## src/hdl/gsc_pkg.sv

```systemverilog
// Shared types and constants for the gauge scale, calibrate and colour block.
// Used by every module under hdl; depends on nothing else.
package gsc_pkg;

	localparam int unsigned LevelW  = 12;
	localparam int unsigned MagW    = 50;
	localparam int unsigned FrontN  = 4;
	localparam int unsigned DivN    = LevelW;
	localparam int unsigned BackN   = 2;
	localparam int unsigned StageN  = FrontN + DivN + BackN;
	localparam logic [LevelW-1:0] LevelMax = 12'hfff;
	localparam logic [15:0] BlendCode = 16'hffff;

	// register indexes
	localparam logic [2:0] RegScaleLow  = 3'd0;
	localparam logic [2:0] RegScaleHigh = 3'd1;
	localparam logic [2:0] RegUnitDiv   = 3'd2;
	localparam logic [2:0] RegCalLow    = 3'd3;
	localparam logic [2:0] RegCalHigh   = 3'd4;
	localparam logic [2:0] RegStartCol  = 3'd5;
	localparam logic [2:0] RegEndCol    = 3'd6;
	localparam logic [2:0] RegColThresh = 3'd7;

	typedef struct packed {
		logic signed [31:0] scale_low;
		logic signed [31:0] scale_high;
		logic [15:0]        unit_divider;
		logic [11:0]        cal_low;
		logic [11:0]        cal_high;
		logic [15:0]        start_color;
		logic [15:0]        end_color;
		logic [15:0]        color_threshold;
	} cfg_t;

	// word travelling through the divider stages
	typedef struct packed {
		logic [MagW-1:0]   rem;
		logic [MagW-1:0]   den;
		logic [LevelW-1:0] quo;
		logic              force0;
		logic              sat;
		logic              err;
	} div_t;

	typedef struct packed {
		logic [23:0]       color;
		logic [LevelW-1:0] pwm;
		logic [LevelW-1:0] level;
		logic              err;
	} res_t;

endpackage

```

## src/hdl/gsc_front.sv

```systemverilog
// Front end: scale products, numerator, magnitudes and range flags (four stages).
// Depends on gsc_pkg.
module gsc_front (
	input  logic                 clk,
	input  gsc_pkg::cfg_t        cfg,
	input  logic [3:0]           en,
	input  logic signed [31:0]   value,
	output gsc_pkg::div_t        dout
);

	logic signed [31:0] value_s1;
	logic signed [48:0] lowdiv_s1;
	logic signed [49:0] den_s1;
	logic signed [49:0] num_s2;
	logic signed [49:0] den_s2;
	logic [gsc_pkg::MagW-1:0] amag_s3;
	logic [gsc_pkg::MagW-1:0] dmag_s3;
	logic                     negq_s3;
	logic                     err_s3;
	gsc_pkg::div_t            div_s4;

	logic signed [32:0] span;
	logic signed [16:0] divs;
	logic               sat;
	logic               zero_res;

	assign span = $signed({cfg.scale_high[31], cfg.scale_high})
	            - $signed({cfg.scale_low[31], cfg.scale_low});
	assign divs = $signed({1'b0, cfg.unit_divider});

	// stage 1: products of the scale registers with the divider
	always_ff @(posedge clk) begin
		if (en[0]) begin
			value_s1  <= value;
			lowdiv_s1 <= cfg.scale_low * divs;
			den_s1    <= span * divs;
		end
	end

	// stage 2: numerator before the implied 4096 factor
	always_ff @(posedge clk) begin
		if (en[1]) begin
			num_s2 <= $signed({{18{value_s1[31]}}, value_s1})
			        - $signed({lowdiv_s1[48], lowdiv_s1});
			den_s2 <= den_s1;
		end
	end

	// stage 3: magnitudes and sign of the quotient
	always_ff @(posedge clk) begin
		if (en[2]) begin
			amag_s3 <= num_s2[49] ? 50'(-num_s2) : 50'(num_s2);
			dmag_s3 <= den_s2[49] ? 50'(-den_s2) : 50'(den_s2);
			negq_s3 <= num_s2[49] ^ den_s2[49];
			err_s3  <= (den_s2 == '0);
		end
	end

	// stage 4: saturation test, set up the restoring divider
	assign sat      = (amag_s3 >= dmag_s3);
	assign zero_res = err_s3 | negq_s3;

	always_ff @(posedge clk) begin
		if (en[3]) begin
			div_s4.rem    <= (sat | zero_res) ? '0 : amag_s3;
			div_s4.den    <= dmag_s3;
			div_s4.quo    <= '0;
			div_s4.force0 <= zero_res;
			div_s4.sat    <= sat & ~zero_res;
			div_s4.err    <= err_s3;
		end
	end

	assign dout = div_s4;

endmodule

```

## config.mk

```make
export PLATFORM = sky130hd
export DESIGN_NAME = gsc_front
export DESIGN_NICKNAME = d
export VERILOG_FILES = /design/src/hdl/gsc_pkg.sv /design/src/hdl/gsc_front.sv
export SDC_FILE = /design/constraint.sdc
export NUM_CORES = 2
export LEC_CHECK = 0
export BUFFER_PORTS_ARGS = -buffer_cell sky130_fd_sc_hd__clkbuf_2
export CAP_MARGIN = 20
export CORE_MARGIN = 1.5
export CORE_UTILIZATION = 64
export DETAILED_ROUTE_END_ITERATION = 8
export PLACE_DENSITY = 0.83
export SYNTH_ARGS = -nofsm -noshare
export SYNTH_HDL_FRONTEND = slang
export SYNTH_SLANG_ARGS = --single-unit
```

## constraint.sdc

```tcl
create_clock -name clk -period 11.3 [get_ports clk]
set_input_delay 1.13 -clock clk [delete_from_list [all_inputs] [get_ports clk]]
set_output_delay 1.13 -clock clk [all_outputs]
set_load 0.01 [all_outputs]
```

==> impl_results.md <==
- Clk root buf: clkbuf_16
- First-pass DRT Iterations: 6
- Antenna violations before repair: 7
- Slowest cell delay on critical path: ~900 ps
- Synthesized area: around 0.058 mm²
- DR top layer: met5
- Sinks on Clock Net: about 440
- Via Count: around 42000
- CTS tree: yes
- # IOs: about 300
- Diode count: 0
- Global Route Usage Sum: 0.331
- Reg area: between 0.01 and 0.015 mm²
- Critical path's slowest cell: xnor2_1
- Cells on worst reg2reg path: 12
- Tmin final: between 10000 and 15000 ps
- Max-Cap Viols: 0
- Min-delay src: den_s1[9]
- Crit path capture type: register
- Htree depth: 2
- Top cell type by total area after synthesis: fa_1
- IO buf count: 219
- Hold-fix buffers, CTS: 0
- Final hold violations: 0
- Largest net degree at the start of global routing: 72
- Mapped Cells: about 6000
- Placed Area: between 0.06 and 0.07 mm²
- DRC errors left: 0
- DPL Wire Length: between 100000 and 150000 µm
- Status: completed
- Detailed-routed wire length on met2: just under 70000 µm
- Most common cell after layout, fill and taps aside: inv_1
- Gr ovfl total: 0
- Final nets: between 7000 and 8000
- Die W: 305 µm
- Layout cell share with drive strength beyond 1: 0.0716
- Post-synth EDFFs: around 440
- Fill cells: ~6700
- Later-pin clock latency in the skew report: 580 ps
- Post-synthesis sequential area ratio: 0.225
- Synth Flop Type: edfxtp_1
- Worst hold path stage count: 0
- Synth area leaders: fa_1 (34%), edfxtp_1 (22%), inv_1 (8.3%)
- Worst-case clock buffer depth: 3
- Hold endpoint: den_s2[9]
- Placer Congestion: 0.979
- Synth-to-layout area growth: 6.63%
- Post-synth cell types: 74
- Final setup TNS: 0 ps
- Post-route setup slack: about 800 ps
- Worst-margin pin slew: between 1000 and 1500 ps
- RSZ-0062 raised after global routing: no
- Iter 0 DRT Violations: roughly 3500
- Antenna viol nets, final: 0
- Synth Register Bits: 436
- Met3 WL: about 15000 µm
- Worst r2r dst: num_s2[43]
- Worst-path clk slew: 60 ps
- Final setup violation count: 0
- # rows: 110
- Worst path required time: 11570 ps
- Fmax: around 95 MHz
- Starting density of the core: 0.647
- Final WL: 150000 µm
- Setup WS pre-CTS: 390 ps
- CORE AREA: between 0.09 and 0.1 mm²
- Vias in the first global route: approximately 45000
- Mean post-synth cell area: between 9 and 10 µm²
- WS Path Type: input port to register
- YS warnings: 0
- Die Span Y: slightly above 300 µm
- Synth top area share: 0.341
- Area of the multi-input gates: 0.0394 mm²
- Max_slew headroom: 0.240
- Wire length on met1: approximately 57000 µm
- Finished Cell Area: between 0.06 and 0.07 mm²
- Mean number of vias per cell: between 5 and 6
- CP arrival: about 11000 ps
- Total CTS buffers: 42
- DIE AREA: 0.0929 mm²
- Critical path peak fanout: 10
- Post-CTS setup buffer count: 0
- Synth async-reset ratio: 0
- Startpoint Class: input port
- Leading cell types in the layout, fill and taps excluded: inv_1 (1289), fa_1 (994), nand2_1 (785)
- Global-route wire length before repair: 238000 µm
- FF-to-FF Start: lowdiv_s1[1]
- R2r setup slk: about 7100 ps
- Worst clock skew: approximately 28 ps
- HP Class: register to register
- Final Cycle Share: 0.930
- CP most frequent cell: fa_1
- Max Slew Vio Count: 0
- Drt wl/cell: a little over 20 µm
- CTS resizes: 0
sequential cells by signal, indices dropped and copies added, names as in the netlist:
name / count
dout: 103
value_s1: 32
den_s2: 50
lowdiv_s1: 49
den_s1: 50
negq_s3: 1
err_s3: 1
dmag_s3: 50
num_s2: 50
amag_s3: 50
cell usage after synthesis, types with 47 or more instances:
master and n:
edfxtp_1 436, nand2b_1 48, ha_1 369, a21o_1 118, inv_1 1289, nand3_1 47
fa_1 994, clkbuf_1 226, o21ai_0 124, a21oi_1 145, nand2_1 785, nor3_1 48
and2_1 402, xnor2_1 201, nor2_1 110
stage by stage:
step,utilization,hold WS [ps],instances
global placement,0.673,402,7159
floorplan,-,400,5916
finish,0.689,399,7235
detailed placement,0.673,405,7159
CTS,0.689,399,7234
global route,0.689,404,7235
cell families (layout without fill, tap and decap cells):
kind of cell,after synthesis,after routing,share of synthesized area
other,1,12,0.0000643
adder cells (fa/ha/maj),1363,1363,0.421
buffers and inverters,1540,1683,0.100
XOR/XNOR,246,246,0.0370
AO/OA/AOI/OAI,633,633,0.0724
flip-flops,436,436,0.225
AND/OR/NAND/NOR,1663,1663,0.141
multiplexers,23,23,0.00419
worst max-delay path by stage:
stage | from | endpoint | slack (ps) | cells past startpoint
after CTS | cfg[88] | den_s1[49] | 920 | 36
final | cfg[88] | den_s1[49] | 790 | 36
after detailed placement | cfg[88] | den_s1[49] | 390 | 36
after floorplan | cfg[126] | den_s1[41] | 1410 | 36
after global routing | cfg[88] | den_s1[49] | 260 | 36
after global placement | cfg[88] | den_s1[41] | 610 | 36
critical path: cells and delay by family:
kind            cells  cell delay [ps]
xor+xnor            2              980
fa+ha+maj           9             3910
simple gates        2              250
compound gates     16             3700
buf+inv             7              780
routing by layer:
layer,track usage,vias to the layer above
li1,-,18600
met3,0.0710,518
met1,0.425,20800
met2,0.535,2181
met5,0,-
met4,0.168,14
final cells by class:
class                           count  area share
Clock buffer                       48      0.0176
Tap cell                         1176      0.0237
Clock inverter                     27     0.00556
Inverter                         1289      0.0778
Multi-Input combinational cell   3940       0.634
Sequential cell                   436       0.211
Timing Repair Buffer              319      0.0303
Power is not shown: default switching activity piles up to over one toggle a cycle in this logic, so the estimate is an artifact.
