==> config.mk <==
export PLATFORM = sky130hd
export DESIGN_NAME = gsc_div_step
export DESIGN_NICKNAME = d
export VERILOG_FILES = /design/src/hdl/gsc_pkg.sv /design/src/hdl/gsc_div_step.sv
export SDC_FILE = /design/constraint.sdc
export NUM_CORES = 1
export LEC_CHECK = 0
export BUFFER_PORTS_ARGS = -buffer_cell sky130_fd_sc_hd__buf_2
export CAP_MARGIN = 20
export CORE_ASPECT_RATIO = 1.5
export CORE_MARGIN = 2
export CORE_UTILIZATION = 45
export CTS_CLUSTER_SIZE = 10
export DETAILED_ROUTE_END_ITERATION = 12
export MAX_ROUTING_LAYER = met4
export PLACE_DENSITY_LB_ADDON = 0.2
export SYNTH_ARGS = -nofsm -noshare
export SYNTH_HDL_FRONTEND = slang
export SYNTH_SLANG_ARGS = --single-unit
==> constraint.sdc <==
create_clock -name clk -period 3.45 [get_ports clk]
set_input_delay 0.345 -clock clk [delete_from_list [all_inputs] [get_ports clk]]
set_output_delay 0.345 -clock clk [all_outputs]
set_load 0.01 [all_outputs]
==> src/hdl/gsc_pkg.sv <==
// Shared types and constants for the gauge scale, calibrate and colour block.
// Used by every module under hdl; depends on nothing else.
package gsc_pkg;

	localparam int unsigned LevelW  = 12;
	localparam int unsigned MagW    = 50;
	localparam int unsigned FrontN  = 4;
	localparam int unsigned DivN    = LevelW;
	localparam int unsigned BackN   = 2;
	localparam int unsigned StageN  = FrontN + DivN + BackN;
	localparam logic [LevelW-1:0] LevelMax = 12'hfff;
	localparam logic [15:0] BlendCode = 16'hffff;

	// register indexes
	localparam logic [2:0] RegScaleLow  = 3'd0;
	localparam logic [2:0] RegScaleHigh = 3'd1;
	localparam logic [2:0] RegUnitDiv   = 3'd2;
	localparam logic [2:0] RegCalLow    = 3'd3;
	localparam logic [2:0] RegCalHigh   = 3'd4;
	localparam logic [2:0] RegStartCol  = 3'd5;
	localparam logic [2:0] RegEndCol    = 3'd6;
	localparam logic [2:0] RegColThresh = 3'd7;

	typedef struct packed {
		logic signed [31:0] scale_low;
		logic signed [31:0] scale_high;
		logic [15:0]        unit_divider;
		logic [11:0]        cal_low;
		logic [11:0]        cal_high;
		logic [15:0]        start_color;
		logic [15:0]        end_color;
		logic [15:0]        color_threshold;
	} cfg_t;

	// word travelling through the divider stages
	typedef struct packed {
		logic [MagW-1:0]   rem;
		logic [MagW-1:0]   den;
		logic [LevelW-1:0] quo;
		logic              force0;
		logic              sat;
		logic              err;
	} div_t;

	typedef struct packed {
		logic [23:0]       color;
		logic [LevelW-1:0] pwm;
		logic [LevelW-1:0] level;
		logic              err;
	} res_t;

endpackage

==> src/hdl/gsc_div_step.sv <==
// One quotient bit of the restoring divider, registered.
// Depends on gsc_pkg.
module gsc_div_step (
	input  logic          clk,
	input  logic          en,
	input  gsc_pkg::div_t din,
	output gsc_pkg::div_t dout
);

	logic [gsc_pkg::MagW-1:0] rem2;
	logic                     take;
	gsc_pkg::div_t            nxt;
	gsc_pkg::div_t            step_s1;

	assign rem2 = {din.rem[gsc_pkg::MagW-2:0], 1'b0};
	assign take = (rem2 >= din.den);

	// next word: shifted remainder, conditional subtract, one more quotient bit
	always_comb begin
		nxt     = din;
		nxt.rem = take ? (rem2 - din.den) : rem2;
		nxt.quo = {din.quo[gsc_pkg::LevelW-2:0], take};
	end

	always_ff @(posedge clk) begin
		if (en) begin
			step_s1 <= nxt;
		end
	end

	assign dout = step_s1;

endmodule

==> results of run 1 <==
[cell type report]
class,count,area [um^2],share of cell area (%)
clock buffer,17,425.4,4.695
sequential,115,3453,38.12
tap,203,254.0,2.803
inverter,66,247.7,2.734
clock inverter,15,143.9,1.588
timing repair buffer,244,1299,14.34
multi-input combinational,508,3229,35.64
antenna,3,7.507,0.08286
[how the worst min path moves through the flow]
stage	end	slack (ns)
global placement	dout[1]	0.52
CTS	dout[6]	0.09
finish	dout[11]	0.1
global route	dout[14]	0.08
detailed placement	dout[11]	0.52
floorplan	dout[0]	0.44
[synthesized netlist by cell type (all sizes together), types with 2 or more instances]
| library cell | n | share of area (%) |
|---|---|---|
| nand2 | 88 | 4.7 |
| o31a | 2 | 0.25 |
| clkbuf | 22 | 1.2 |
| a21o | 23 | 2.4 |
| o31ai | 5 | 0.53 |
| a211o | 3 | 0.37 |
| edfxtp | 115 | 49 |
| a31o | 2 | 0.25 |
| nand3 | 10 | 0.71 |
| ha | 50 | 8.9 |
| o21a | 6 | 0.64 |
| a41oi | 2 | 0.25 |
| nand4 | 12 | 1.1 |
| inv | 66 | 3.5 |
| o21ai | 86 | 6.2 |
| o22ai | 2 | 0.18 |
| nor3 | 14 | 0.99 |
| or3 | 2 | 0.18 |
| o21bai | 8 | 0.85 |
| and2 | 2 | 0.18 |
| nor2 | 36 | 1.9 |
| xor2 | 21 | 2.6 |
| nor2b | 7 | 0.62 |
| a211oi | 5 | 0.53 |
| a31oi | 3 | 0.27 |
| and4 | 2 | 0.25 |
| or2 | 4 | 0.35 |
| a21boi | 2 | 0.21 |
| nor4 | 2 | 0.18 |
| buf | 10 | 0.71 |
| a21oi | 65 | 4.7 |
| xnor2 | 25 | 3.1 |
| and3 | 4 | 0.35 |
| nand2b | 3 | 0.27 |
[worst max-delay path: cells and delay by family]
family / cells / cell delay, ns
AOI/OAI and AO/OA: 7 / 1.69
and+or+nand+nor: 3 / 0.30
adders and majority gates: 1 / 0.46
buffers and inverters: 2 / 0.30
[kinds of logic (layout without fill, tap and decap cells)]
logic type,Yosys count,after routing
AO/OA/AOI/OAI,223,223
XOR/XNOR,46,46
AND/OR/NAND/NOR,188,188
flip-flops,115,115
adder cells (fa/ha/maj),51,51
other,0,3
buffers and inverters,98,342
[through the flow]
stage / utilization [%] / area, um^2
floorplan: - / 7057
global placement: 54.78 / 8483
detailed placement: 54.78 / 8483
CTS: 58.46 / 9052
global route: 58.51 / 9060
finish: 58.51 / 9060
[metal layers]
layer / vias to the layer above / routed length [um] / track usage [%]
li1: 3066 / - / -
met2: 204 / 9491 / 39.87
met5: - / 0 / -
met4: 0 / 501 / 8.772
met1: 2776 / 6866 / 23.59
met3: 36 / 928 / 4.596
[report_power, final]
group	internal (uW)	leakage, uW	total (uW)	switching [uW]
clock network	1010	0.000276	1730	723
registers	1720	0.00112	1760	32.2
logic	446	0.00278	1080	633
total	3180	0.00418	4570	1390
==> summary.txt, run 1 <==
Place
  • Post-place setup slack: between 0.02 and 0.025 ns
  • IO Port Bufs: ~230
  • Placer Congestion: approximately 0.92
  • Placed instance count: between 1,000 and 1,500
  • HPWL reported at the end of detailed placement: about 14,000 um

CTS
  • Number of buffers on the longest clock path: 2
  • Number of sinks on the clock net: approximately 120
  • CTS resizes: 0
  • Hold-fix buffers at CTS: 0
  • H-tree levels: 4
  • Buffers inserted by post-CTS timing repair: 0
  • CTS tree: yes
  • Clock-pin transition on the worst setup and hold timing paths: roughly 0.060 ns
  • Buffer cell driving the clock tree root: clkbuf_16
  • Number of clock buffers inserted by TritonCTS: 17

Final layout
  • Share of post-route cells with drive strength above 1: approximately 29%
  • Number of nets in the layout: about 1,100
  • Final Non-Filler Cells: roughly 1,200
  • Top library cells by usage in the layout, fill and taps aside: buf_2 (228), edfxtp_1 (115), nand2_1 (88)
  • Leading cell type in the layout, fill and taps excluded: buf_2
  • Area overhead of the layout relative to synthesis: 28.39%
  • Filler cell count in the final layout: 1,448
  • Max FFs per register: 115

Logic synthesis
  • Number of nets in the synthesized netlist: about 890
  • Post-synthesis share of cell area spent on and, or, nand and nor gates: roughly an eighth
  • Sequential share of the synthesized area: 48.94%
  • Xor-xnor portion of the synthesized cell area: about 5.7%
  • Share of synthesized area spent on multiplexers: 0%
  • Warning count from the yosys run: 0
  • Post-synthesis area per instance: between 9 and 10 um^2
  • Asr flop ratio synth: 0%
  • Post-synthesis instance area: slightly above 7000 um^2
  • Count of flip-flops with a built-in enable after synthesis: between 100 and 150
  • Total of flip-flops plus latches after synthesis: 115
  • Distinct cell type count of the synthesized netlist: 51
  • Dominant synthesized flop cell: edfxtp_1
  • Area share of fa/ha/maj cells after synthesis: 9.149%
  • Largest family of logic cells by synthesized area: compound AO/OA/AOI/OAI gates
  • Number of instances in the synthesized netlist: 721
  • Complex-gate fraction of the synthesized area: between 10% and 20%

Setup path
  • Crit-path max cell delay: approximately 0.47 ns
  • Critical path launch point type: input pin
  • Critical Path Sink: dout[94]
  • Worst Path Arrival: about 3.1 ns
  • Data required time of the worst path: about 3.6 ns
  • Cell chain of the critical path: buf_2 -> fa_1 -> nor2b_1 -> o31a_1 -> nor3_1 -> o21bai_1 -> a41oi_1 -> o22ai_1 -> a31o_1 -> o21ai_4 -> buf_12 -> nand2_1 -> o21ai_0
  • Slowest cell on the critical path: o21bai_1
  • Setup CP Type: input pin to flop
  • Type of element capturing the critical path: flop
  • Largest fanout of any net on the critical path: between 40 and 50
  • Launch point of the worst path: din[15]

Worst hold path
  • Startpoint of the lowest-slack hold path: din[10]
  • Hold Path Depth: 1
  • Min-delay worst type: input pin to flop

STA
  • Measured slew at the worst slew-check pin: around 0.6 ns
  • Final setup slack of the worst path: roughly 0.46 ns
  • FMAX: 334.4 MHz
  • Headroom to the max-slew limit: between 60% and 70%
  • RSZ-0062 raised after global routing: false
  • Period utilisation layout: about 87%
  • Worst Hold Slack: slightly below 0.1 ns
  • Final max-slew violation count: 0
  • Minimum clock period after layout: 2.991 ns
  • Number of hold violations in the final report: 0
  • Final setup violating endpoints: 0
  • Accumulated negative setup slack: 0 ns

Pwr
  • Pwr Density: slightly above 500 nW/um^2
  • Total design power: 4569 uW
  • Maximum ir drop on the vdd rail: 272.6 uV
  • Leakage power: 0.004180 uW

Floorplanning
  • Initial Util: between 40% and 50%
  • Horizontal extent of the die: between 100 and 150 um
  • Die area: 16,720 um^2
  • Core Footprint: around 15,000 um^2
  • Die height: ~160 um
  • Placement row count: between 50 and 60
  • Number of placed I/O pins: 232

Detailed routing
  • Total number of vias: between 6,000 and 7,000
  • Post-detailed-route count of antenna-violating nets: 0
  • DRT iter0 DRCs: between 200 and 300
  • WL final: around 18,000 um
  • Number of search-and-repair iterations in the first detailed-routing pass: 6
  • Drt drc: 0
  • Wire length per cell after detailed routing: ~15 um
  • Via-to-Cell Ratio: 5.194

Global route
  • Antenna violations before repair: 3
  • Overall Global Routing Usage: between 20 and 25%
  • Vias in the first global route: between 6,000 and 7,000
  • Total grt overflow: 0
  • First-pass GRT wire length: 28,270 um
  • Largest net degree at the start of global routing: between 60 and 70

Outcome
  • Result of the run: finished, final reports clean

Job
  • Total of max-cap violations: 0
Note: power is estimated with default switching activity, not from simulation.
==> run 2, diff against run 1 <==
Settings changed: PLACE_DENSITY set to 0.72, PLACE_DENSITY_LB_ADDON 0.2 to not set.
==> run 2 against run 1 <==
Sequential power hardly changed. Flip-flop and latch count stayed put. Largest cell class unchanged. First-iteration DRC count is 2.8% higher. Cell count is 0.26% lower. Via count hardly changed. Clock power is 2% higher. Count of clock-buffer cells in the layout stayed put.
==> summary.txt, run 2 (synthesis gave the netlist of run 1 again) <==
Final layout
  • Area overhead of the layout relative to synthesis: 28.63%
  • Core occupancy in the finished layout: 58.62% (+0.11 points)
  • Number of nets in the layout: 1,120 (unchanged)
  • Share of post-route cells with drive strength above 1: 29.43% (unchanged)
  • Top library cells by usage in the layout, fill and taps aside: buf_2 (228), edfxtp_1 (115), nand2_1 (88)
  • Filler cell count in the final layout: 1,403 (-3.1%)
  • Leading cell type in the layout, fill and taps excluded: buf_2
  • # diodes: 0 (-3)
  • Max FFs per register: 115 (unchanged)

Setup path
  • Largest fanout of any net on the critical path: 38 (-14%)
  • Crit-path max cell delay: 0.37 ns (-0.10 ns)
  • Type of element capturing the critical path: flop
  • Setup CP Type: input pin to flop
  • Worst Path Arrival: 3.10 ns (-0.02 ns)
  • Slowest cell on the critical path: ha_1
  • Data required time of the worst path: 3.59 ns (about the same)
  • Most numerous cell on the critical path: a21oi_1
  • Cell chain of the critical path: buf_2 -> inv_1 -> ha_1 -> a21oi_1 -> or2_2 -> a21oi_1 -> o31a_1 -> nor3_1 -> o22ai_1 -> a31o_1 -> o21ai_4 -> buf_12 -> o21ai_0
  • Critical path launch point type: input pin

STA
  • Accumulated negative setup slack: 0 ns (unchanged)
  • FMAX: 338.6 MHz (+1.3%)
  • Measured slew at the worst slew-check pin: 0.7535 ns (+0.1645 ns)
  • Period utilisation layout: 85.60% (-1.1 points)
  • RSZ-0062 raised after global routing: false
  • Final setup violating endpoints: 0 (unchanged)
  • Headroom to the max-slew limit: 49.77% (-11 points)
  • Minimum clock period after layout: 2.953 ns (-0.03762 ns)
  • Number of hold violations in the final report: 0 (unchanged)
  • Final max-slew violation count: 0 (unchanged)

Place
  • Placer Congestion: 0.9426 (+2.9%)
  • HPWL reported at the end of detailed placement: 13,790 um (-0.21%)
  • IO Port Bufs: 229 (unchanged)

Floorplanning
  • Core Footprint: 15,480 um^2 (unchanged)
  • Number of placed I/O pins: 232 (unchanged)
  • Initial Util: 45.57% (unchanged)
  • Placement row count: 56 (unchanged)
  • Die area: 16,720 um^2 (unchanged)
  • Horizontal extent of the die: 106.2 um (unchanged)
  • Die height: 157.4 um (unchanged)

CTS
  • CTS resizes: 0 (unchanged)
  • Number of buffers on the longest clock path: 2 (unchanged)
  • CTS tree: yes
  • Clock-pin transition on the worst setup and hold timing paths: 0.06 ns (about the same)
  • Number of sinks on the clock net: 115 (unchanged)
  • Buffer cell driving the clock tree root: clkbuf_16
  • Buffers inserted by post-CTS timing repair: 0 (unchanged)
  • H-tree levels: 4 (unchanged)
  • Hold-fix buffers at CTS: 0 (unchanged)
  • Number of clock buffers inserted by TritonCTS: 17 (unchanged)

Global route
  • Overall Global Routing Usage: 21.83% (-0.29 points)
  • First-pass GRT wire length: 27,580 um (-2.4%)
  • Total grt overflow: 0 (unchanged)
  • Vias in the first global route: 5,827 (-4.1%)
  • Largest net degree at the start of global routing: 61 (-1.6%)
  • Antenna violations before repair: 0 (-3)

Pwr
  • Pwr Density: 508.5 nW/um^2 (+0.83%)
  • Cell-internal power: 3247 uW (+2.1%)
  • Switch Pwr: 1369 uW (-1.4%)
  • Total design power: 4616 uW (+1.0%)
  • Register share of total power: 38.0% (-0.4 points)
  • Leakage power: 0.004183 uW (about the same)
  • Power share of the combinational group: 23.7% (about the same)
  • Proportion of total power due to net switching: 29.66% (-0.73 points)
  • Maximum ir drop on the vdd rail: 311.2 uV (+14%)
  • Part of the total power dissipated in the clock network: 38.3% (+0.4 points)

Detailed routing
  • Via-to-Cell Ratio: 5.204 (+0.19%)
  • Number of search-and-repair iterations in the first detailed-routing pass: 8 (+2)
  • Drt drc: 0 (unchanged)
  • WL final: 18,020 um (+1.3%)
  • DRT iter0 DRCs: 261 (+2.8%)
  • Post-detailed-route count of antenna-violating nets: 0 (unchanged)
  • Total number of vias: 6,078 (-0.066%)
  • Wire length per cell after detailed routing: 15.42 um (+1.5%)

Job
  • Total of max-cap violations: 0 (unchanged)

Outcome
  • Result of the run: finished, final reports clean

Worst hold path
  • Min-delay worst type: input pin to flop
run 2: per-layer routing:
metal / wire length (um) / up-vias / GRT usage [%]
li1: - / 3057 / -
met1: 7049 / 2814 / 23.31
met2: 9666 / 172 / 39.62
met3: 809 / 35 / 3.685
met4: 490 / 0 / 9.273
met5: 0 / - / -
run 2: final timing paths:
path     from        to  depth (start not counted)
max   din[26]  dout[76]                         13
min    din[9]  dout[10]                          1
run 2: through the flow:
stage / worst slack, ns / cell area (um^2) / instances / hold WS, ns
after floorplan: 0.6556 / 7057 / 721 / 0.4439
after global placement: 0.1522 / 8496 / 1136 / 0.5215
after detailed placement: 0.1149 / 8496 / 1136 / 0.5236
after CTS: 0.4852 / 9077 / 1168 / 0.08890
after global routing: 0.2835 / 9077 / 1168 / 0.08732
final: 0.4969 / 9077 / 1168 / 0.1025
run 2: final cells by class:
class | instances | area [um^2] | share of cell area (%)
Inverter | 66 | 247.7 | 2.729
Timing Repair Buffer | 244 | 1311 | 14.45
Clock inverter | 15 | 156.4 | 1.723
Multi-Input combinational cell | 508 | 3229 | 35.58
Tap cell | 203 | 254.0 | 2.798
Clock buffer | 17 | 425.4 | 4.686
Sequential cell | 115 | 3453 | 38.04
run 2: power groups by stage:
stage	Combinational, uW	Sequential, uW	Clock [uW]
global placement	1080	1780	0
finish	1090	1760	1770
global route	1210	1770	1850
CTS	1100	1760	1780
floorplan	578	1880	0
detailed placement	1090	1780	0
run 2: critical path: cells and delay by family:
| family | cells | cell delay [ns] |
|---|---|---|
| buf+inv | 3 | 0.35 |
| compound gates | 7 | 1.54 |
| simple gates | 2 | 0.46 |
| fa+ha+maj | 1 | 0.37 |
