==> config.mk <==
export PLATFORM = sky130hd
export DESIGN_NAME = gsc_back
export DESIGN_NICKNAME = d
export VERILOG_FILES = /design/src/hdl/gsc_pkg.sv /design/src/hdl/gsc_back.sv
export SDC_FILE = /design/constraint.sdc
export NUM_CORES = 1
export LEC_CHECK = 0
export BUFFER_PORTS_ARGS = -buffer_cell sky130_fd_sc_hd__buf_2
export CORE_UTILIZATION = 48
export CTS_CLUSTER_SIZE = 25
export DETAILED_ROUTE_END_ITERATION = 10
export PLACE_DENSITY = 0.79
export SLEW_MARGIN = 40
export SYNTH_ARGS = -nofsm -noshare
export SYNTH_HDL_FRONTEND = slang
export SYNTH_SLANG_ARGS = --single-unit
==> constraint.sdc <==
create_clock -name clk -period 19.1 [get_ports clk]
set_input_delay 2.865 -clock clk [delete_from_list [all_inputs] [get_ports clk]]
set_output_delay 2.865 -clock clk [all_outputs]
set_load 0.02 [all_outputs]
==> src/hdl/gsc_pkg.sv <==
// Shared types and constants for the gauge scale, calibrate and colour block.
// Used by every module under hdl; depends on nothing else.
package gsc_pkg;

	localparam int unsigned LevelW  = 12;
	localparam int unsigned MagW    = 50;
	localparam int unsigned FrontN  = 4;
	localparam int unsigned DivN    = LevelW;
	localparam int unsigned BackN   = 2;
	localparam int unsigned StageN  = FrontN + DivN + BackN;
	localparam logic [LevelW-1:0] LevelMax = 12'hfff;
	localparam logic [15:0] BlendCode = 16'hffff;

	// register indexes
	localparam logic [2:0] RegScaleLow  = 3'd0;
	localparam logic [2:0] RegScaleHigh = 3'd1;
	localparam logic [2:0] RegUnitDiv   = 3'd2;
	localparam logic [2:0] RegCalLow    = 3'd3;
	localparam logic [2:0] RegCalHigh   = 3'd4;
	localparam logic [2:0] RegStartCol  = 3'd5;
	localparam logic [2:0] RegEndCol    = 3'd6;
	localparam logic [2:0] RegColThresh = 3'd7;

	typedef struct packed {
		logic signed [31:0] scale_low;
		logic signed [31:0] scale_high;
		logic [15:0]        unit_divider;
		logic [11:0]        cal_low;
		logic [11:0]        cal_high;
		logic [15:0]        start_color;
		logic [15:0]        end_color;
		logic [15:0]        color_threshold;
	} cfg_t;

	// word travelling through the divider stages
	typedef struct packed {
		logic [MagW-1:0]   rem;
		logic [MagW-1:0]   den;
		logic [LevelW-1:0] quo;
		logic              force0;
		logic              sat;
		logic              err;
	} div_t;

	typedef struct packed {
		logic [23:0]       color;
		logic [LevelW-1:0] pwm;
		logic [LevelW-1:0] level;
		logic              err;
	} res_t;

endpackage

==> src/hdl/gsc_back.sv <==
// Back end: level clamp, PWM calibration and colour (two stages).
// Depends on gsc_pkg.
module gsc_back (
	input  logic          clk,
	input  gsc_pkg::cfg_t cfg,
	input  logic [1:0]    en,
	input  gsc_pkg::div_t din,
	output gsc_pkg::res_t dout
);

	logic [11:0]        lev;
	logic signed [12:0] cspan;
	logic [11:0]        inv;

	logic [11:0]        lev_s1;
	logic               err_s1;
	logic signed [25:0] prod_s1;
	logic [17:0]        sumr_s1;
	logic [18:0]        sumg_s1;
	logic [17:0]        sumb_s1;
	gsc_pkg::res_t      res_s2;

	logic [11:0] pwm;
	logic [7:0]  cr, cg, cb;
	logic [15:0] pick;

	assign lev = din.force0 ? '0 : (din.sat ? gsc_pkg::LevelMax : din.quo);
	assign inv = gsc_pkg::LevelMax - lev;
	assign cspan = $signed({1'b0, cfg.cal_high}) - $signed({1'b0, cfg.cal_low});

	// stage 1: calibration product and blend sums
	always_ff @(posedge clk) begin
		if (en[0]) begin
			lev_s1  <= lev;
			err_s1  <= din.err;
			prod_s1 <= cspan * $signed({1'b0, lev});
			sumr_s1 <= 18'(cfg.end_color[15:11] * lev) + 18'(cfg.start_color[15:11] * inv);
			sumg_s1 <= 19'(cfg.end_color[10:5] * lev) + 19'(cfg.start_color[10:5] * inv);
			sumb_s1 <= 18'(cfg.end_color[4:0] * lev) + 18'(cfg.start_color[4:0] * inv);
		end
	end

	// stage 2: PWM count, saturating blend or threshold pick
	assign pwm = (cfg.cal_high == cfg.cal_low) ? lev_s1
	           : (cfg.cal_low + prod_s1[23:12]);
	assign pick = ({4'b0, lev_s1} > cfg.color_threshold) ? cfg.end_color : cfg.start_color;

	always_comb begin
		if (cfg.color_threshold == gsc_pkg::BlendCode) begin
			cr = (sumr_s1[17:9] > 9'd255) ? 8'hff : sumr_s1[16:9];
			cg = (sumg_s1[18:10] > 9'd255) ? 8'hff : sumg_s1[17:10];
			cb = (sumb_s1[17:9] > 9'd255) ? 8'hff : sumb_s1[16:9];
		end else begin
			cr = {pick[15:11], 3'b0};
			cg = {pick[10:5], 2'b0};
			cb = {pick[4:0], 3'b0};
		end
	end

	always_ff @(posedge clk) begin
		if (en[1]) begin
			res_s2.level <= lev_s1;
			res_s2.pwm   <= pwm;
			res_s2.color <= {cb, cg, cr};
			res_s2.err   <= err_s1;
		end
	end

	assign dout = res_s2;

endmodule

==> results of run 1 <==
Yosys cell counts, types with 6 or more instances:
library cell  number
nand2_1          307
a21o_1            18
nor4_1            14
o21ai_0           33
o21a_1            17
nand4_1           10
nor2_1           141
mux2i_1           33
and3_1             6
edfxtp_1         101
fa_1             421
o211a_1            7
nand3_1            6
nor2b_1            8
clkbuf_1          89
xnor2_1           40
ha_1             204
xor2_1            20
or3_1             13
a21oi_1           28
inv_1            497
and2_1           170
nor3_1            22
or2_2             12
or4_1              6
buf_1             10
stage by stage:
step	setup WS, ps	util, %	total power [mW]	cells	instance area (sq um)
detailed placement	8448	51.46	3.599	2942	22800
global route	8474	52.16	4.278	2959	23120
global placement	8596	51.45	3.456	2942	22800
CTS	8886	52.10	3.814	2958	23090
finish	8829	52.16	3.797	2959	23120
floorplan	9412	-	2.921	2297	21610
per-layer routing:
| layer | vias up | GRT usage (%) | share of wire (%) |
|---|---|---|---|
| met5 | - | 0 | 0 |
| met4 | 0 | 9.310 | 3.8 |
| li1 | 7078 | - | - |
| met1 | 7987 | 31.03 | 40 |
| met3 | 140 | 3.546 | 8.0 |
| met2 | 669 | 40.94 | 49 |
sequential cells by signal, summed over array words and instances (netlist names):
signal,cells
dout,49
sumb_s1,9
sumr_s1,9
lev_s1,12
prod_s1,12
err_s1,1
sumg_s1,9
layout make-up:
cell class	instances	area (sq um)	share of cell area, %
timing repair buffer	156	825.8	3.572
sequential	101	3033	13.12
multi-input combinational	1593	16350	70.73
tap	592	740.7	3.204
clock buffer	10	229.0	0.9905
inverter	500	1878	8.124
clock inverter	6	57.56	0.2490
antenna	1	2.502	0.01082
worst paths after layout:
| kind | slack (ps) | end | from | depth (start not counted) |
|---|---|---|---|---|
| min | 440 | dout[0]$_DFFE_PP_ | err_s1$_DFFE_PP_ | 0 |
| max reg2reg | 16150 | dout[23]$_DFFE_PP_ | prod_s1[12]$_DFFE_PP_ | 12 |
| max | 8830 | prod_s1[20]$_DFFE_PP_ | cfg[61] | 31 |
| min reg2reg | 440 | dout[0]$_DFFE_PP_ | err_s1$_DFFE_PP_ | 0 |
report_power, final:
part / internal [mW] / switching (mW)
Clock: 0.0909 / 0.0991
Sequential: 0.465 / 0.0269
Combinational: 1.37 / 1.75
Total: 1.92 / 1.87
cell families (layout without fill, tap and decap cells):
logic type,count (synthesis),in the layout
other cells,0,1
fa+ha+maj,625,625
mux,35,35
compound gates,142,142
flops,101,101
buf+inv,603,672
xor+xnor,60,60
simple gates,731,731
worst register-to-register path, cell delays in order, from the launching register on:
cell and delay, ps:
edfxtp_1 330, ha_1 180, inv_1 60, fa_1 410
nor2b_1 120, o21ai_0 110, a21boi_0 310, o21ai_0 190
a21boi_0 320, o21ai_0 180, a21oi_1 190, mux2i_1 200
nand2_1 120
==> results.sh, run 1 <==
export IMPL_outcome="completed"
export IMPL_grt_max_degree=53
export IMPL_grt_use_total_pct=24.08
export IMPL_synthSimpleGateAreaFrac_pct=15.96
export IMPL_skew_ps=23.63
export IMPL_wirelength_mm=52.86
export IMPL_power_density_nw_per_um2=164.3
export IMPL_drtAntennaViolNets=0
export IMPL_synthDistinctLibCells=62
export IMPL_synth_fp_nets=3192
export IMPL_drc_errors=0
export IMPL_worstPathRequired_ps=19260
export IMPL_synth_xor_area_share_pct=2.432
export IMPL_grt_overflow=0
export IMPL_max_stage_delay_ps=580
export IMPL_yosysTopAreaCellShare_pct=39.00
export IMPL_yosys_area_top_type="fa_1"
export IMPL_fmax_mhz=97.36
export IMPL_path_max_fanout=6
export IMPL_place_gp_congestion=0.9153
export IMPL_fin_hold_ws_ps=444.8
export IMPL_critPathLaunchType="input pin"
export IMPL_filler_cell_count=3902
export IMPL_initial_utilization_pct=48.76
export IMPL_final_min_clock_period_ps=10270
export IMPL_fin_nets=3256
export IMPL_area_growth_pct=6.977
export IMPL_antenna_found_initial=1
export IMPL_postCtsSetupBuffers=0
export IMPL_std_cell_rows=77
export IMPL_die_h_um=214.2
export IMPL_cts_buffer_depth=2
export IMPL_first_pass_iters=5
export IMPL_critical_path_class="in2reg"
export IMPL_tns_ps=0
export IMPL_cts_hold_buf=0
export IMPL_tightest_slew_ps=923.4
export IMPL_ir_drop_v=0.0001807
export IMPL_p_leak_nw=11.61
export IMPL_layout_common_cells="494 x inv_1, 421 x fa_1, 307 x nand2_1"
export IMPL_cts_sinks=101
export IMPL_synth_edf_count=101
export IMPL_cts_resized=0
export IMPL_hp_class="reg2reg"
export IMPL_hold_viol_final=0
export IMPL_rsz0062_at_grt="no"
export IMPL_dieWidth_um=214.2
export IMPL_place_hpwl_mm=40.73
export IMPL_cp_slowest_cell="xor2_1"
export IMPL_grt_pass1_vias=17160
export IMPL_async_flop_share_pct=0
export IMPL_final_common_cell="inv_1"
export IMPL_pin_count=319
export IMPL_synthFlopType="edfxtp_1"
export IMPL_slew_headroom_pct=38.21
export IMPL_ys_seq_area_share_pct=14.04
export IMPL_synthAdderAreaFrac_pct=50.81
export IMPL_critPathBufInv=6
export IMPL_port_buffers=138
export IMPL_cts_root_buf="clkbuf_16"
export IMPL_slew_viol_final=0
export IMPL_synth_compound_area_share_pct=4.632
export IMPL_synthCells=2297
export IMPL_cts_made_buffers=9
export IMPL_synth_top_family_by_area="adder cells"
export IMPL_clk_transition_reported_paths_ps=90
export IMPL_via_count=15870
export IMPL_arrival_ps=10430
export IMPL_crit_path_end_kind="flip-flop"
export IMPL_vias_per_cell=5.365
export IMPL_path_delay_family="adder cells"
export IMPL_routedWlPerCell_um=17.86
export IMPL_syn_area_sq_um=21610
export IMPL_yosysWarningCount=0
export IMPL_synth_seq_cells=101
export IMPL_cts_htree_levels=3
export IMPL_drive_gt1_share_pct=8.918
export IMPL_drv_cap=0
export IMPL_tritoncts="yes"
export IMPL_finalSetupViolations=0
export IMPL_period_share_pct=53.77
export IMPL_clkLatencyLatePin_ps=400
export IMPL_synthMuxAreaShare_pct=1.633
export IMPL_drt_iter0_drc=1154
export IMPL_grt_pass1_wl_mm=87.21
export IMPL_core_area_sq_um=44320
export IMPL_dieArea_sq_um=45870
export IMPL_synth_area_per_cell_sq_um=9.408
export IMPL_synth_area_top_cells="fa_1 39%, edfxtp_1 14%, ha_1 12%, inv_1 8.6%, nand2_1 5.3%"
No activity file was read; power rests on OpenSTA's default activity.
==> inputs of run 2 (changes only) <==
--- a/config.mk
+++ b/config.mk
@@ -9,7 +9,7 @@
 export CORE_UTILIZATION = 48
 export CTS_CLUSTER_SIZE = 25
 export DETAILED_ROUTE_END_ITERATION = 10
-export PLACE_DENSITY = 0.79
+export PLACE_DENSITY = 0.82
 export SLEW_MARGIN = 40
 export SYNTH_ARGS = -nofsm -noshare
 export SYNTH_HDL_FRONTEND = slang
==> constraint.sdc (replaced) <==
create_clock -name clk -period 9 [get_ports clk]
set_input_delay 1.35 -clock clk [delete_from_list [all_inputs] [get_ports clk]]
set_output_delay 1.35 -clock clk [all_outputs]
set_load 0.02 [all_outputs]
==> run 2 against run 1 <==
  * Non-clock buffer count up 25
  * Global-route usage increased by 0.81 points
  * Flip-flop and latch count did not move
  * Critical path type unchanged
==> results.sh, run 2 (synthesis results as in run 1) <==
export IMPL_grt_use_total_pct=24.89
export IMPL_first_pass_iters=6
export IMPL_port_buffers=138
export IMPL_core_area_sq_um=44320
export IMPL_grt_pass1_wl_mm=89.32
export IMPL_p_leak_nw=11.76
export IMPL_drive_gt1_share_pct=9.623
export IMPL_layout_common_cells="497 x inv_1, 421 x fa_1, 307 x nand2_1"
export IMPL_slew_viol_final=0
export IMPL_initial_utilization_pct=48.76
export IMPL_path_delay_family="adder cells"
export IMPL_pin_count=319
export IMPL_largest_reg_flops=49
export IMPL_drt_iter0_drc=1375
export IMPL_fin_nets=3281
export IMPL_drtAntennaViolNets=0
export IMPL_cts_root_buf="clkbuf_16"
export IMPL_critPathBufInv=6
export IMPL_p_seq_share_pct=12.8
export IMPL_slew_headroom_pct=43.18
export IMPL_grt_pass1_vias=17550
export IMPL_period_share_pct=94.42
export IMPL_power_density_nw_per_um2=351.6
export IMPL_area_growth_pct=7.950
export IMPL_cts_resized=0
export IMPL_max_stage_delay_ps=550
export IMPL_p_int_mw=4.167
export IMPL_ff2ff_setup_slack_ps=6020
export IMPL_die_h_um=214.2
export IMPL_cts_sinks=101
export IMPL_clkLatencyLatePin_ps=390
export IMPL_worstPathRequired_ps=9150
export IMPL_final_min_clock_period_ps=8498
export IMPL_cts_buffer_depth=2
export IMPL_clkPwrFrac_pct=5.5
export IMPL_swShare_pct=49.20
export IMPL_tns_ps=0
export IMPL_place_hpwl_mm=43.13
export IMPL_grt_overflow=0
export IMPL_place_gp_congestion=0.9393
export IMPL_cts_hold_buf=0
export IMPL_path_max_fanout=5
export IMPL_arrival_ps=8650
export IMPL_cts_htree_levels=3
export IMPL_wirelength_mm=55.05
export IMPL_tightest_slew_ps=846.3
export IMPL_hp_class="reg2reg"
export IMPL_vias_per_cell=5.438
export IMPL_postCtsSetupBuffers=0
export IMPL_hold_viol_final=0
export IMPL_tritoncts="yes"
export IMPL_finalSetupViolations=0
export IMPL_drv_cap=0
export IMPL_skew_ps=18.31
export IMPL_crit_path_end_kind="flip-flop"
export IMPL_rsz0062_at_grt="no"
export IMPL_drc_errors=0
export IMPL_outcome="completed"
export IMPL_dieArea_sq_um=45870
export IMPL_dieWidth_um=214.2
export IMPL_cts_made_buffers=9
export IMPL_routedWlPerCell_um=18.45
export IMPL_grt_max_degree=53
export IMPL_final_common_cell="inv_1"
export IMPL_std_cell_rows=77
export IMPL_combPwrFrac_pct=81.7
export IMPL_fmax_mhz=117.7
export IMPL_via_count=16220
export IMPL_antenna_found_initial=3
export IMPL_clk_transition_reported_paths_ps=90
export IMPL_critical_path_class="in2reg"
export IMPL_total_power_mw=8.202
export IMPL_switchingPower_mw=4.035
export IMPL_cp_slowest_cell="fa_1"
export IMPL_critPathLaunchType="input pin"
export IMPL_ir_drop_v=0.0004093
[run 2: cell types whose count changed in the layout (fill, tap and decap cells not counted), moves of 2 or more]
cell | before | now
buf_4 | 18 | 43
inv_1 | 494 | 497
inv_2 | 3 | 0
bufinv_16 | 0 | 2
inv_6 | 2 | 0
inv_8 | 0 | 2
xnor2_1 | 37 | 39
xnor2_2 | 3 | 1
[run 2: power groups by stage]
stage / Clock [mW] / Sequential [mW] / Combinational [mW]
global placement: 0 / 1.05 / 6.29
detailed placement: 0 / 1.06 / 6.64
CTS: 0.456 / 1.05 / 6.72
floorplan: 0 / 1.08 / 5.12
global route: 0.472 / 1.06 / 7.63
finish: 0.452 / 1.05 / 6.70
[run 2: per-layer routing]
metal	vias to the layer above	wire (um)	track usage, %
met2	814	26740	41.80
met4	2	2903	12.81
met5	-	13	0
li1	7131	-	-
met1	8059	20160	30.34
met3	215	5229	5.092
[run 2: final cells by class]
type                       instances  area [sq um]
sequential                       101          3033
tap                              592         740.7
clock buffer                       9         225.2
multi-input combinational       1593         16340
inverter                         500          1877
fill                            3797         20990
clock inverter                     6         95.09
timing repair buffer             181          1013
antenna                            1         2.502
[run 2: through the flow]
stage / std cells / utilization, % / setup WS (ps) / area (sq um) / hold slack, ps
2_1_floorplan: 2297 / - / 826.7 / 21610 / 400.3
3_3_place_gp: 2967 / 51.88 / 338.3 / 22990 / 403.3
3_5_place_dp: 2967 / 51.89 / 141.5 / 23000 / 407.4
4_1_cts: 2982 / 52.61 / 569.6 / 23320 / 427.4
5_1_grt: 2983 / 52.64 / 219.5 / 23330 / 443.9
6_report: 2983 / 52.64 / 502.2 / 23330 / 426.0
[run 2: final timing paths]
| kind | from | to | depth (start not counted) |
|---|---|---|---|
| max | cfg[61] | prod_s1[20]$_DFFE_PP_ | 31 |
| min | err_s1$_DFFE_PP_ | dout[0]$_DFFE_PP_ | 0 |
| max reg2reg | lev_s1[7]$_DFFE_PP_ | dout[31]$_DFFE_PP_ | 9 |
| min reg2reg | err_s1$_DFFE_PP_ | dout[0]$_DFFE_PP_ | 0 |
